[config.mk]
export PLATFORM = sky130hd
export DESIGN_NAME = matrix_keypad_scanner_core
export DESIGN_NICKNAME = d
export VERILOG_FILES = /design/src/rtl/mks_pkg.sv /design/src/rtl/matrix_keypad_scanner_core.sv
export SDC_FILE = /design/constraint.sdc
export NUM_CORES = 1
export LEC_CHECK = 0
export BUFFER_PORTS_ARGS = -buffer_cell sky130_fd_sc_hd__buf_2
export CORE_MARGIN = 2
export CORE_UTILIZATION = 35
export CTS_CLUSTER_DIAMETER = 30
export DETAILED_ROUTE_END_ITERATION = 6
export PLACE_DENSITY = 0.56
export SLEW_MARGIN = 20
export SYNTH_ARGS = -nofsm -noshare
export SYNTH_HDL_FRONTEND = slang
export SYNTH_SLANG_ARGS = --single-unit
[constraint.sdc]
create_clock -name i_clk -period 4 [get_ports i_clk]
set_input_delay 0.6 -clock i_clk [delete_from_list [all_inputs] [get_ports i_clk]]
set_output_delay 0.6 -clock i_clk [all_outputs]
set_load 0.01 [all_outputs]
[src/rtl/mks_pkg.sv]
`default_nettype none
package mks_pkg;

    localparam int NUM_ROWS_DEF = 4;
    localparam int NUM_COLS     = 4;

    localparam int IN_TDATA_W  = 8;
    localparam int OUT_TDATA_W = 16;
    localparam int CFG_IDX_W   = 1;
    localparam int CFG_DATA_W  = 16;

    typedef logic [7:0]  t_key;
    typedef logic [15:0] t_ticks;
    typedef logic [7:0]  t_settle;

    localparam t_ticks  SCAN_INTERVAL_RST = 16'd100;
    localparam t_settle SETTLE_CYCLES_RST = 8'd100;
    localparam t_ticks  TICKS_MAX         = 16'hFFFF;

    localparam logic [CFG_IDX_W-1:0] CFG_SCAN_INTERVAL = 1'b0;
    localparam logic [CFG_IDX_W-1:0] CFG_SETTLE_CYCLES = 1'b1;

    localparam t_key KEY_NONE = 8'h00;

    // 1 2 3 + / 4 5 6 - / 7 8 9 * / C 0 = /
    function automatic t_key key_lookup(input logic [2:0] row, input logic [1:0] col);
        t_key k;
        k = KEY_NONE;
        case (row)
            3'd0: begin
                case (col)
                    2'd0: k = "1";
                    2'd1: k = "2";
                    2'd2: k = "3";
                    default: k = "+";
                endcase
            end
            3'd1: begin
                case (col)
                    2'd0: k = "4";
                    2'd1: k = "5";
                    2'd2: k = "6";
                    default: k = "-";
                endcase
            end
            3'd2: begin
                case (col)
                    2'd0: k = "7";
                    2'd1: k = "8";
                    2'd2: k = "9";
                    default: k = "*";
                endcase
            end
            3'd3: begin
                case (col)
                    2'd0: k = "C";
                    2'd1: k = "0";
                    2'd2: k = "=";
                    default: k = "/";
                endcase
            end
            default: k = KEY_NONE;
        endcase
        return k;
    endfunction

endpackage
`default_nettype wire

[src/rtl/matrix_keypad_scanner_core.sv]
// result registered in the output register when the input transaction is accepted
// throughput: one transaction per cycle while the output side accepts, a result may wait in the output register
// while the next input is taken if the output side accepts in the same cycle
// reset (synchronous, active low): scan state, tick count and held key cleared,
// scan_interval and settle_cycles back to 100, output register empty
`default_nettype none
module matrix_keypad_scanner_core #(
    parameter int NUM_ROWS = mks_pkg::NUM_ROWS_DEF
) (
    input  wire logic                               i_clk,
    input  wire logic                               i_rst_n,
    input  wire logic                               i_cfg_we,
    input  wire logic [mks_pkg::CFG_IDX_W-1:0]      i_cfg_idx,
    input  wire logic [mks_pkg::CFG_DATA_W-1:0]     i_cfg_data,
    input  wire logic                               s_axis_tvalid,
    output logic                                    s_axis_tready,
    // time_tick [0], column_levels [4:1], zero [7:5]
    input  wire logic [mks_pkg::IN_TDATA_W-1:0]     s_axis_tdata,
    output logic                                    m_axis_tvalid,
    input  wire logic                               m_axis_tready,
    // row_drive [3:0], held_key [11:4], new_key [12], scan_done [13], zero [15:14]
    output logic [mks_pkg::OUT_TDATA_W-1:0]         m_axis_tdata
);

    localparam int RW = (NUM_ROWS > 1) ? $clog2(NUM_ROWS) : 1;
    localparam logic [RW-1:0] ROW_LAST = RW'(NUM_ROWS - 1);

    mks_pkg::t_ticks  r_scan_interval;
    mks_pkg::t_settle r_settle_cycles;

    mks_pkg::t_ticks  r_elapsed, n_elapsed;
    logic             r_scanning, n_scanning;
    logic [RW-1:0]    r_row, n_row;
    mks_pkg::t_settle r_settle_cnt, n_settle_cnt;
    mks_pkg::t_key    r_last_key, n_last_key;

    logic             r_out_valid;
    logic [3:0]       r_out_row_drive, n_row_drive;
    mks_pkg::t_key    r_out_key;
    logic             r_out_new_key, n_new_key;
    logic             r_out_scan_done, n_scan_done;

    logic             in_tick;
    logic [3:0]       in_levels;
    logic             accept;
    mks_pkg::t_ticks  ticks_inc;
    mks_pkg::t_settle settle_need;
    mks_pkg::t_settle settle_inc;
    logic             found;
    logic [1:0]       found_col;
    mks_pkg::t_key    key;
    logic [2:0]       row_wide;

    assign in_tick   = s_axis_tdata[0];
    assign in_levels = s_axis_tdata[4:1];

    assign s_axis_tready = !r_out_valid || m_axis_tready;
    assign accept        = s_axis_tvalid && s_axis_tready;

    assign row_wide = 3'(r_row);

    // lowest pressed column of the current row
    always_comb begin
        found     = 1'b0;
        found_col = 2'd0;
        for (int c = mks_pkg::NUM_COLS - 1; c >= 0; c--) begin
            if (!in_levels[c]) begin
                found     = 1'b1;
                found_col = 2'(c);
            end
        end
    end

    always_comb begin
        ticks_inc    = (in_tick && r_elapsed != mks_pkg::TICKS_MAX) ?
                       r_elapsed + 16'd1 : r_elapsed;
        settle_need  = (r_settle_cycles == 8'd0) ? 8'd1 : r_settle_cycles;
        settle_inc   = r_settle_cnt + 8'd1;
        key          = found ? mks_pkg::key_lookup(row_wide, found_col) : mks_pkg::KEY_NONE;

        n_elapsed    = ticks_inc;
        n_scanning   = r_scanning;
        n_row        = r_row;
        n_settle_cnt = r_settle_cnt;
        n_last_key   = r_last_key;
        n_new_key    = 1'b0;
        n_scan_done  = 1'b0;

        if (!r_scanning) begin
            if (ticks_inc > r_scan_interval) begin
                n_elapsed    = '0;
                n_scanning   = 1'b1;
                n_row        = '0;
                n_settle_cnt = '0;
            end
        end else begin
            n_settle_cnt = settle_inc;
            if (settle_inc >= settle_need) begin
                n_settle_cnt = '0;
                if (found || r_row == ROW_LAST) begin
                    if (key != mks_pkg::KEY_NONE && key != r_last_key) begin
                        n_last_key = key;
                        n_new_key  = 1'b1;
                    end else if (key == mks_pkg::KEY_NONE) begin
                        n_last_key = mks_pkg::KEY_NONE;
                    end
                    n_scanning  = 1'b0;
                    n_row       = '0;
                    n_scan_done = 1'b1;
                end else begin
                    n_row = r_row + RW'(1);
                end
            end
        end

        n_row_drive = 4'hF;
        if (n_scanning && 32'(n_row) < 32'd4) begin
            n_row_drive = ~(4'b0001 << 3'(n_row));
        end
    end

    always_ff @(posedge i_clk) begin
        if (!i_rst_n) begin
            r_scan_interval <= mks_pkg::SCAN_INTERVAL_RST;
            r_settle_cycles <= mks_pkg::SETTLE_CYCLES_RST;
        end else if (i_cfg_we) begin
            case (i_cfg_idx)
                mks_pkg::CFG_SCAN_INTERVAL: r_scan_interval <= i_cfg_data;
                mks_pkg::CFG_SETTLE_CYCLES: r_settle_cycles <= i_cfg_data[7:0];
                default: ;
            endcase
        end
    end

    always_ff @(posedge i_clk) begin
        if (!i_rst_n) begin
            r_elapsed    <= '0;
            r_scanning   <= 1'b0;
            r_row        <= '0;
            r_settle_cnt <= '0;
            r_last_key   <= mks_pkg::KEY_NONE;
        end else if (accept) begin
            r_elapsed    <= n_elapsed;
            r_scanning   <= n_scanning;
            r_row        <= n_row;
            r_settle_cnt <= n_settle_cnt;
            r_last_key   <= n_last_key;
        end
    end

    always_ff @(posedge i_clk) begin
        if (!i_rst_n) begin
            r_out_valid <= 1'b0;
        end else if (accept) begin
            r_out_valid <= 1'b1;
        end else if (m_axis_tready) begin
            r_out_valid <= 1'b0;
        end
    end

    always_ff @(posedge i_clk) begin
        if (accept) begin
            r_out_row_drive <= n_row_drive;
            r_out_key       <= n_last_key;
            r_out_new_key   <= n_new_key;
            r_out_scan_done <= n_scan_done;
        end
    end

    assign m_axis_tvalid = r_out_valid;
    assign m_axis_tdata  = {2'b00, r_out_scan_done, r_out_new_key, r_out_key, r_out_row_drive};

endmodule
`default_nettype wire

# After elaboration in Yosys (flattened, before gate mapping)
# Index checks and enable logic that the tools add are counted.
# op_classes
addsub	3
order_cmp	2
n_eq_ne	7
shifts	1
mux	38
bitwise	2
n_reduce_logical	18
# ops
cell	count
$mux W8	10
$mux W16	3
$pmux W5 S3	3
$pmux W8 S4	1
$pmux W7 S3	1
$add A16 B1 Y16 const B	1
$gt A16 B16 Y1	1
$logic_not A8 Y1	2
$mux W2	8
$ne A16 B16 Y1 const B	1
$mux W1	12
$add A8 B1 Y8 const B	1
$ge A8 B8 Y1	1
$ne A8 B8 Y1	1
$reduce_and A2 Y1	4
$reduce_bool A8 Y1	1
$eq A2 B2 Y1 const B	3
$eq A2 B1 Y1 const B	2
$not A4 Y4	1
$reduce_bool A2 Y1	2
$shl A1 B2 Y4 const A	1
$logic_and A1 B1 Y1	3
$logic_not A3 Y1	1
$reduce_and A3 Y1	1
other kinds (5)	6
# totals
regBits	74
in_bits	30
output_inout_bits	18
word_cells	83

# Logic depth before layout (Yosys ltp)
# Gate-level depths: netlist of run 1.
# logic_depth
word_depth	14
mapped_depth	15
ltp_nobuf	14

# Worst setup path before layout of run 1
# No wires, ideal clock.
# synth_path
path_kind	register -> register
start	register r_elapsed[9]
end	register r_elapsed[10]
setup_ps	70
t_arrival_ps	3298
required_ps	3930
path_slack_ps	632
stages_incl_launch_ff	15
path_cell_list	dfxtp_1 clkbuf_1 and3_1 and3_1 a31oi_1 mux2_2 ha_1 nor2b_1 o21a_1 o21a_1 o21a_1 o21ai_1 clkbuf_1 nand3_1 a21oi_1
# synth_between
elab_chain_cells	6
word_cells_on_any_way	7
classes_between	add/sub: 1; order compare: 1; eq/ne: 1; mux: 3; reduce/logical: 1
# synth_rtl
item	line_no	source
from (decl)	matrix_keypad_scanner_core.sv:31	mks_pkg::t_ticks r_elapsed, n_elapsed;
from (signal assigned)	matrix_keypad_scanner_core.sv:143	r_elapsed <= n_elapsed;
parallel branches: the longest is 2 deep, another holds $add A16 B1 Y16	--	
$mux W16 (*)	matrix_keypad_scanner_core.sv:75	ticks_inc = (in_tick && r_elapsed != mks_pkg::TICKS_MAX) ?
$gt A16 B16 Y1	matrix_keypad_scanner_core.sv:90	if (ticks_inc > r_scan_interval) begin
$mux W16	matrix_keypad_scanner_core.sv:90	
$mux W16 (*)	matrix_keypad_scanner_core.sv:89	if (!r_scanning) begin
# Every way passes the cells marked *.
# A chain may end at the register's enable or synchronous reset.

# Worst setup path after layout of run 1
# layout_path
start	register r_elapsed[0]
end	register r_elapsed[5]
# Same word-level chain as after synthesis.

==> results of run 1 <==
==> metrics by stage <==
step,worst slack (ps),power (mW),utilization (%),setup TNS (ps)
after global routing,-4.49,1.91,41.5,-4.49
final,347,1.83,41.5,0
after CTS,235,1.86,41.4,0
after floorplan,632,0.895,-,0
after global placement,277,0.937,38.8,0
after detailed placement,252,0.942,38.8,0
==> where the power goes <==
group / leakage [nW] / switching, mW / internal (mW) / total, mW
clock network: 0.162 / 0.322 / 0.587 / 0.909
registers: 0.615 / 0.00836 / 0.778 / 0.786
logic: 1.46 / 0.0896 / 0.0506 / 0.140
total: 2.24 / 0.420 / 1.41 / 1.83
==> worst min path at each step <==
stage                              startpoint  cells after the start             endpoint  slack [ps]
after floorplan           r_scan_interval[10]                      2  r_scan_interval[10]         440
after global placement    r_scan_interval[11]                      2  r_scan_interval[11]         450
after detailed placement   r_settle_cycles[1]                      2   r_settle_cycles[1]         450
after CTS                  r_settle_cycles[1]                      2   r_settle_cycles[1]         460
after global routing       r_settle_cycles[1]                      2   r_settle_cycles[1]         480
final                      r_settle_cycles[3]                      2   r_settle_cycles[3]         450
==> flip-flops by register name, summed over array words and instances (netlist names) <==
signal	cells
r_out_scan_done	1
r_out_new_key	1
m_axis_tvalid	1
r_settle_cnt	8
r_settle_cycles	8
r_scanning	1
r_row	2
r_out_key	8
r_out_row_drive	4
r_scan_interval	16
r_elapsed	16
r_last_key	8
==> synthesized netlist by cell type, types with 4 or more instances <==
cell and count:
nand2_1 85, dfxtp_1 60, a21oi_1 47, inv_1 38, nor2_1 36, ha_1 34
nand3_1 26, o21ai_0 24, clkbuf_1 15, xnor2_1 15, and3_1 14, edfxtp_1 14
xor2_1 14, nand4_1 10, nor3_1 10, a21o_1 9, and2_1 6, o211ai_1 6
o21a_1 6, buf_4 5, nand2b_1 5, nor2b_1 5, nor4_1 5, o21ai_1 4
==> kinds of logic after synthesis <==
| kind of cell | count (synthesis) | share of synthesized area [%] |
|---|---|---|
| other | 1 | 0.0824 |
| AO/OA/AOI/OAI | 127 | 18.2 |
| multiplexers | 5 | 1.46 |
| XOR/XNOR | 29 | 5.58 |
| buffers and inverters | 64 | 6.02 |
| AND/OR/NAND/NOR | 220 | 23.7 |
| adder cells (fa/ha/maj) | 34 | 9.35 |
| flip-flops | 74 | 35.6 |
==> metal layers <==
| metal | track usage [%] | wire length, microns |
|---|---|---|
| met1 | 20.0 | 5070 |
| met2 | 25.6 | 4750 |
| met3 | 3.49 | 405 |
| met4 | 6.40 | 246 |
| met5 | 0 | 0 |
==> layout make-up <==
type	instances	area, sq um
repair buffers	50	270
clock inverters	5	82.6
multi-input cells	417	2670
clock buffers	11	254
well taps	172	215
fillers	1299	7410
inverters	39	146
flip-flops and latches	74	1620
==> what timing repair did <==
item,CTS,global route
hold buffers,0,0
setup endpoints to repair,0,8
gates resized for setup,0,3
==> worst reg2reg max path: stages, from the launching register on <==
cell	delay [ps]
dfxtp_1	410
ha_1	200
and3_1	250
nand2_1	100
nor3_1	290
nand4_1	160
xnor2_1	180
ha_1	310
nand3_1	140
or3_1	400
o221ai_1	300
o21ai_1	200
buf_4	220
o21ai_1	280
nor2_1	90
==> metrics, run 1 <==
IR Drop Worst-Case VDD=0.000291 V; hold slack=453 ps; initial antenna violation count=0; drt total wl=10500 microns; R2R depth=14; root buf cell=clkbuf_16; pin count of the biggest net entering global routing=35; Antenna diodes=0; CTS tree=done; Crit path depth=14; Synth warnings=0; leading area contributor after synthesis=dfxtp_1; Leak=2.24 nW; register area share after synthesis=35.6%; post-route clock skew=8.40 ps; number of synthesized register bits=74; synth unique cells=65; port bufs=42; GPL Wtd Cong=0.830; # IOs=48; Max Slew Vio Count=0; CTS buffer count=9; synthesis-to-layout area growth=15.5%; status=finished clean; # DRC=0; Primary FF master, synth=dfxtp_1; Final Hold Vio Count=0; first-pass GRT wire length=17700 microns; crit end category=register; H-tree depth=3; fin crit period=3650 ps; placed cells=752; die height=118 microns; FF-to-FF Start=r_elapsed[0]; nets=655; Worst slew margin=36.4%; initial DRC count=191; CP startpoint kind=register; via count of the first global-routing pass=3706; grt ovf=0; Worst-path clk slew=60 ps; Initial Utilization=35.9%; Mean Syn Cell Area=8.21 sq um; max-cap violations=0; clock latency at the later pin of the worst-skew pair=340 ps; Core ar.=0.0127 sq mm; DPL Wire Length=7600 microns; largest stage delay on the critical path=410 ps; worst-path fanout max=11; r2r setup slk=350 ps; CP bufs+invs=1; Via Count=3918; Post-synth EDFFs=14; most common cell after layout, fill and taps aside=nand2_1; CP endpoint=r_elapsed[5]; worst path required time=4220 ps; WL per Instance=13.6 microns; Post-Syn Instances=554; antenna-violating nets left=0; Placed Area=0.00491 sq mm; commonest non-fill, non-tap cells in the layout=nand2_1 (85), dfxtp_1 (60), a21oi_1 (47); CP arrival=3870 ps; crit share post-route=91.3%; Top Family by Delay on Critical Path=simple AND/OR/NAND/NOR gates; Post CTS Setup Buffer Count=0; worst path cell trace=ha_1 > and3_1 > nand2_1 > nor3_1 > nand4_1 > xnor2_1 > ha_1 > nand3_1 > or3_1 > o221ai_1 > o21ai_1 > buf_4 > o21ai_1 > nor2_1; Fmax=0.274 GHz; Syn Std Cell Area=0.00455 sq mm; WS Path Type=register to register; synth top area cells=dfxtp_1 (26%), ha_1 (9.4%), edfxtp_1 (9.2%); Die Area=0.0139 sq mm; P per Cell Area=349 mW/mm^2; Post-synth ARST share=0%; final setup fails=0; design area=0.00526 sq mm; GRT Total Usage=15.7%; vias per inst=5.10; R2R Path End=r_elapsed[5]; row count=41; clk sinks=74; layout cells sized above 1=13.9%; post-route insts no fill=768; Hold Crit Class=register to register; worst slew pin tran=947 ps; slowest CP cell=dfxtp_1; Yosys top cell area share=26.4%; first drt pass iteration count=4; Critical Path Start=r_elapsed[0]; die width=118 microns; Max clock buf depth=2
Note: power is estimated with default switching activity, not from simulation.
==> inputs of run 2 (changes only) <==
Settings changed: ABC_CLOCK_PERIOD_IN_PS set to 3470, MAX_ROUTING_LAYER set to met4.
Clock period 4 ns to 3.47 ns, I/O delays scaled along.
==> run 2 against run 1 <==
Setup slack got worse by 200 ps. Flip-flop and latch count did not move. Core utilization rose by 1.6 points. Via count rose by 2.2%. Largest power group unchanged. Sequential share of layout area fell by 1.1 points. Worst hold slack got worse by 31 ps. Die area did not move. Critical path depth fell by 1. Global-route usage rose by 0.77 points.
==> metrics, run 2 (same netlist as run 1, synthesis figures left out) <==
nets=680 (was 655); worst-path fanout max=7 (was 11); unrepaired setup endpoints after global routing=true; synthesis-to-layout area growth=20.0% (was 15.5%); CTS buffer count=9 (unchanged); Reg area=0.00162 sq mm (about the same); worst slew pin tran=673 ps (was 947 ps); Total Negative Setup Slacks=0 ps (unchanged); WL per Instance=13.6 microns (about the same); GPL Wtd Cong=0.852 (was 0.830); min-delay src=i_cfg_data[12] (was r_settle_cycles[3]); layout cells sized above 1=18.7% (was 13.9%); post-route insts no fill=793 (was 768); CP arrival=3410 ps (was 3870 ps); commonest non-fill, non-tap cells in the layout=nand2_1 (85), dfxtp_1 (59), a21oi_1 (47) (was nand2_1 (85), dfxtp_1 (60), a21oi_1 (47)); Via Count=4006 (was 3918); GRT Total Usage=16.4% (was 15.7%); largest stage delay on the critical path=410 ps (about the same); die height=118 microns (unchanged); H-tree depth=3 (unchanged); Antenna diodes=0 (unchanged); Worst slew margin=54.9% (was 36.4%); status=finished clean (unchanged); crit end category=register (unchanged); crit share post-route=95.8% (was 91.3%); R2R Path End=r_out_row_drive[0] (was r_elapsed[5]); Die Area=0.0139 sq mm (unchanged); first-pass GRT wire length=18300 microns (was 17700 microns); # IOs=48 (unchanged); r2r setup slk=150 ps (was 350 ps); fin crit period=3320 ps (was 3650 ps); first drt pass iteration count=5 (was 4); worst path cell trace=ha_1 > and3_2 > a211oi_2 > and3_1 > xor2_1 > ha_1 > nand3_2 > or3_1 > o221ai_2 > o21ai_1 > buf_4 > buf_4 > o31a_1 (was ha_1 > and3_1 > nand2_1 > nor3_1 > nand4_1 > xnor2_1 > ha_1 > nand3_1 > or3_1 > o221ai_1 > o21ai_1 > buf_4 > o21ai_1 > nor2_1); hold depth=3 (was 2); FF-to-FF Start=r_elapsed[0] (unchanged); final setup fails=0 (unchanged); most common cell after layout, fill and taps aside=nand2_1 (unchanged); Post-Route Utilization=43.1% (was 41.5%); Final Hold Vio Count=0 (unchanged); Fmax=0.301 GHz (was 0.274 GHz); max-cap violations=0 (unchanged); Initial Utilization=35.9% (unchanged); drt total wl=10800 microns (was 10500 microns); initial DRC count=191 (unchanged); Worst-path clk slew=60 ps (about the same); Core ar.=0.0127 sq mm (unchanged); placed cells=776 (was 752); initial antenna violation count=0 (unchanged); Layout fillers=1310 (was 1299); vias per inst=5.05 (was 5.10); DPL Wire Length=7890 microns (was 7600 microns); grt ovf=0 (unchanged); Max clock buf depth=2 (unchanged); row count=41 (unchanged); die width=118 microns (unchanged); clock latency at the later pin of the worst-skew pair=330 ps (was 340 ps); R2R depth=13 (was 14); Hold Crit Class=input pin to register (was register to register); slowest CP cell=or3_1 (was dfxtp_1); pin count of the biggest net entering global routing=38 (was 35); P per Cell Area=377 mW/mm^2 (was 349 mW/mm^2); # hold bufs at CTS=0 (unchanged); port bufs=42 (unchanged); IR Drop Worst-Case VDD=0.000291 V (about the same); root buf cell=clkbuf_16 (unchanged); Regs by FF count=r_elapsed (16), r_scan_interval (16) (unchanged); # DRC=0 (unchanged); post-route clock skew=5.24 ps (was 8.40 ps); WS Path Type=register to register (unchanged); worst path required time=3560 ps (was 4220 ps); CP startpoint kind=register (unchanged); Multi-input gate area=0.00270 sq mm (was 0.00267 sq mm); Max Slew Vio Count=0 (unchanged); via count of the first global-routing pass=4003 (was 3706); Worst Hold Path EP=r_scan_interval[12] (was r_settle_cycles[3]); CTS tree=done (unchanged); antenna-violating nets left=0 (unchanged); hold slack=422 ps (was 453 ps); clk sinks=74 (unchanged); Leak=2.38 nW (was 2.24 nW)
## run 2: worst max path at each step
| stage | start | end | depth (start not counted) |
|---|---|---|---|
| after global placement | r_elapsed[0] | r_elapsed[9] | 16 |
| after detailed placement | r_elapsed[0] | r_out_row_drive[0] | 15 |
| final | r_elapsed[0] | r_out_row_drive[0] | 13 |
| after floorplan | r_elapsed[9] | r_elapsed[10] | 14 |
| after global routing | r_elapsed[14] | r_elapsed[11] | 15 |
| after CTS | r_elapsed[0] | r_elapsed[11] | 15 |
## run 2: worst max-delay path: cells and delay by family (launching register included)
kind | cells | cell delay, ps
buffers and inverters | 2 | 320
AOI/OAI and AO/OA | 4 | 780
adders and majority gates | 2 | 400
and+or+nand+nor | 4 | 1020
xor gates and xnor gates | 1 | 240
DFF | 1 | 330
## run 2: per-layer routing
metal  part of all wire (%)  wire length, microns  global-route usage, %
met1                     48                  5230                   19.8
met2                     47                  5020                   26.9
met3                    3.1                   334                   3.68
met4                    2.0                   214                   6.17
met5                      0                     0                      -
## run 2: repair_timing
action                     4_1_cts  5_1_grt
resized for setup                0        9
setup endpoints to repair        0       33
buffers inserted                 0        1
## run 2: power breakdown
part	leakage, nW	total (mW)	switching (mW)	internal (mW)
Sequential	0.615	0.906	0.00934	0.897
Combinational	1.61	0.170	0.107	0.0637
Clock	0.158	0.983	0.362	0.621
## run 2: through the flow
| step | cell area, sq um | setup slack (ps) | power, mW |
|---|---|---|---|
| 2_1_floorplan | 4550 | 102 | 1.03 |
| 3_5_place_dp | 5090 | 110 | 1.09 |
| 4_1_cts | 5410 | 83.3 | 2.08 |
| 5_1_grt | 5460 | -51.5 | 2.15 |
| 6_report | 5460 | 146 | 2.06 |
| 3_3_place_gp | 5090 | 143 | 1.09 |
## run 2: final cells by class
type,instances,area share (%)
clock buffers,11,4.83
well taps,172,3.94
multi-input cells,417,49.4
flip-flops and latches,74,29.7
clock inverters,5,1.05
inverters,39,2.68
repair buffers,75,8.38
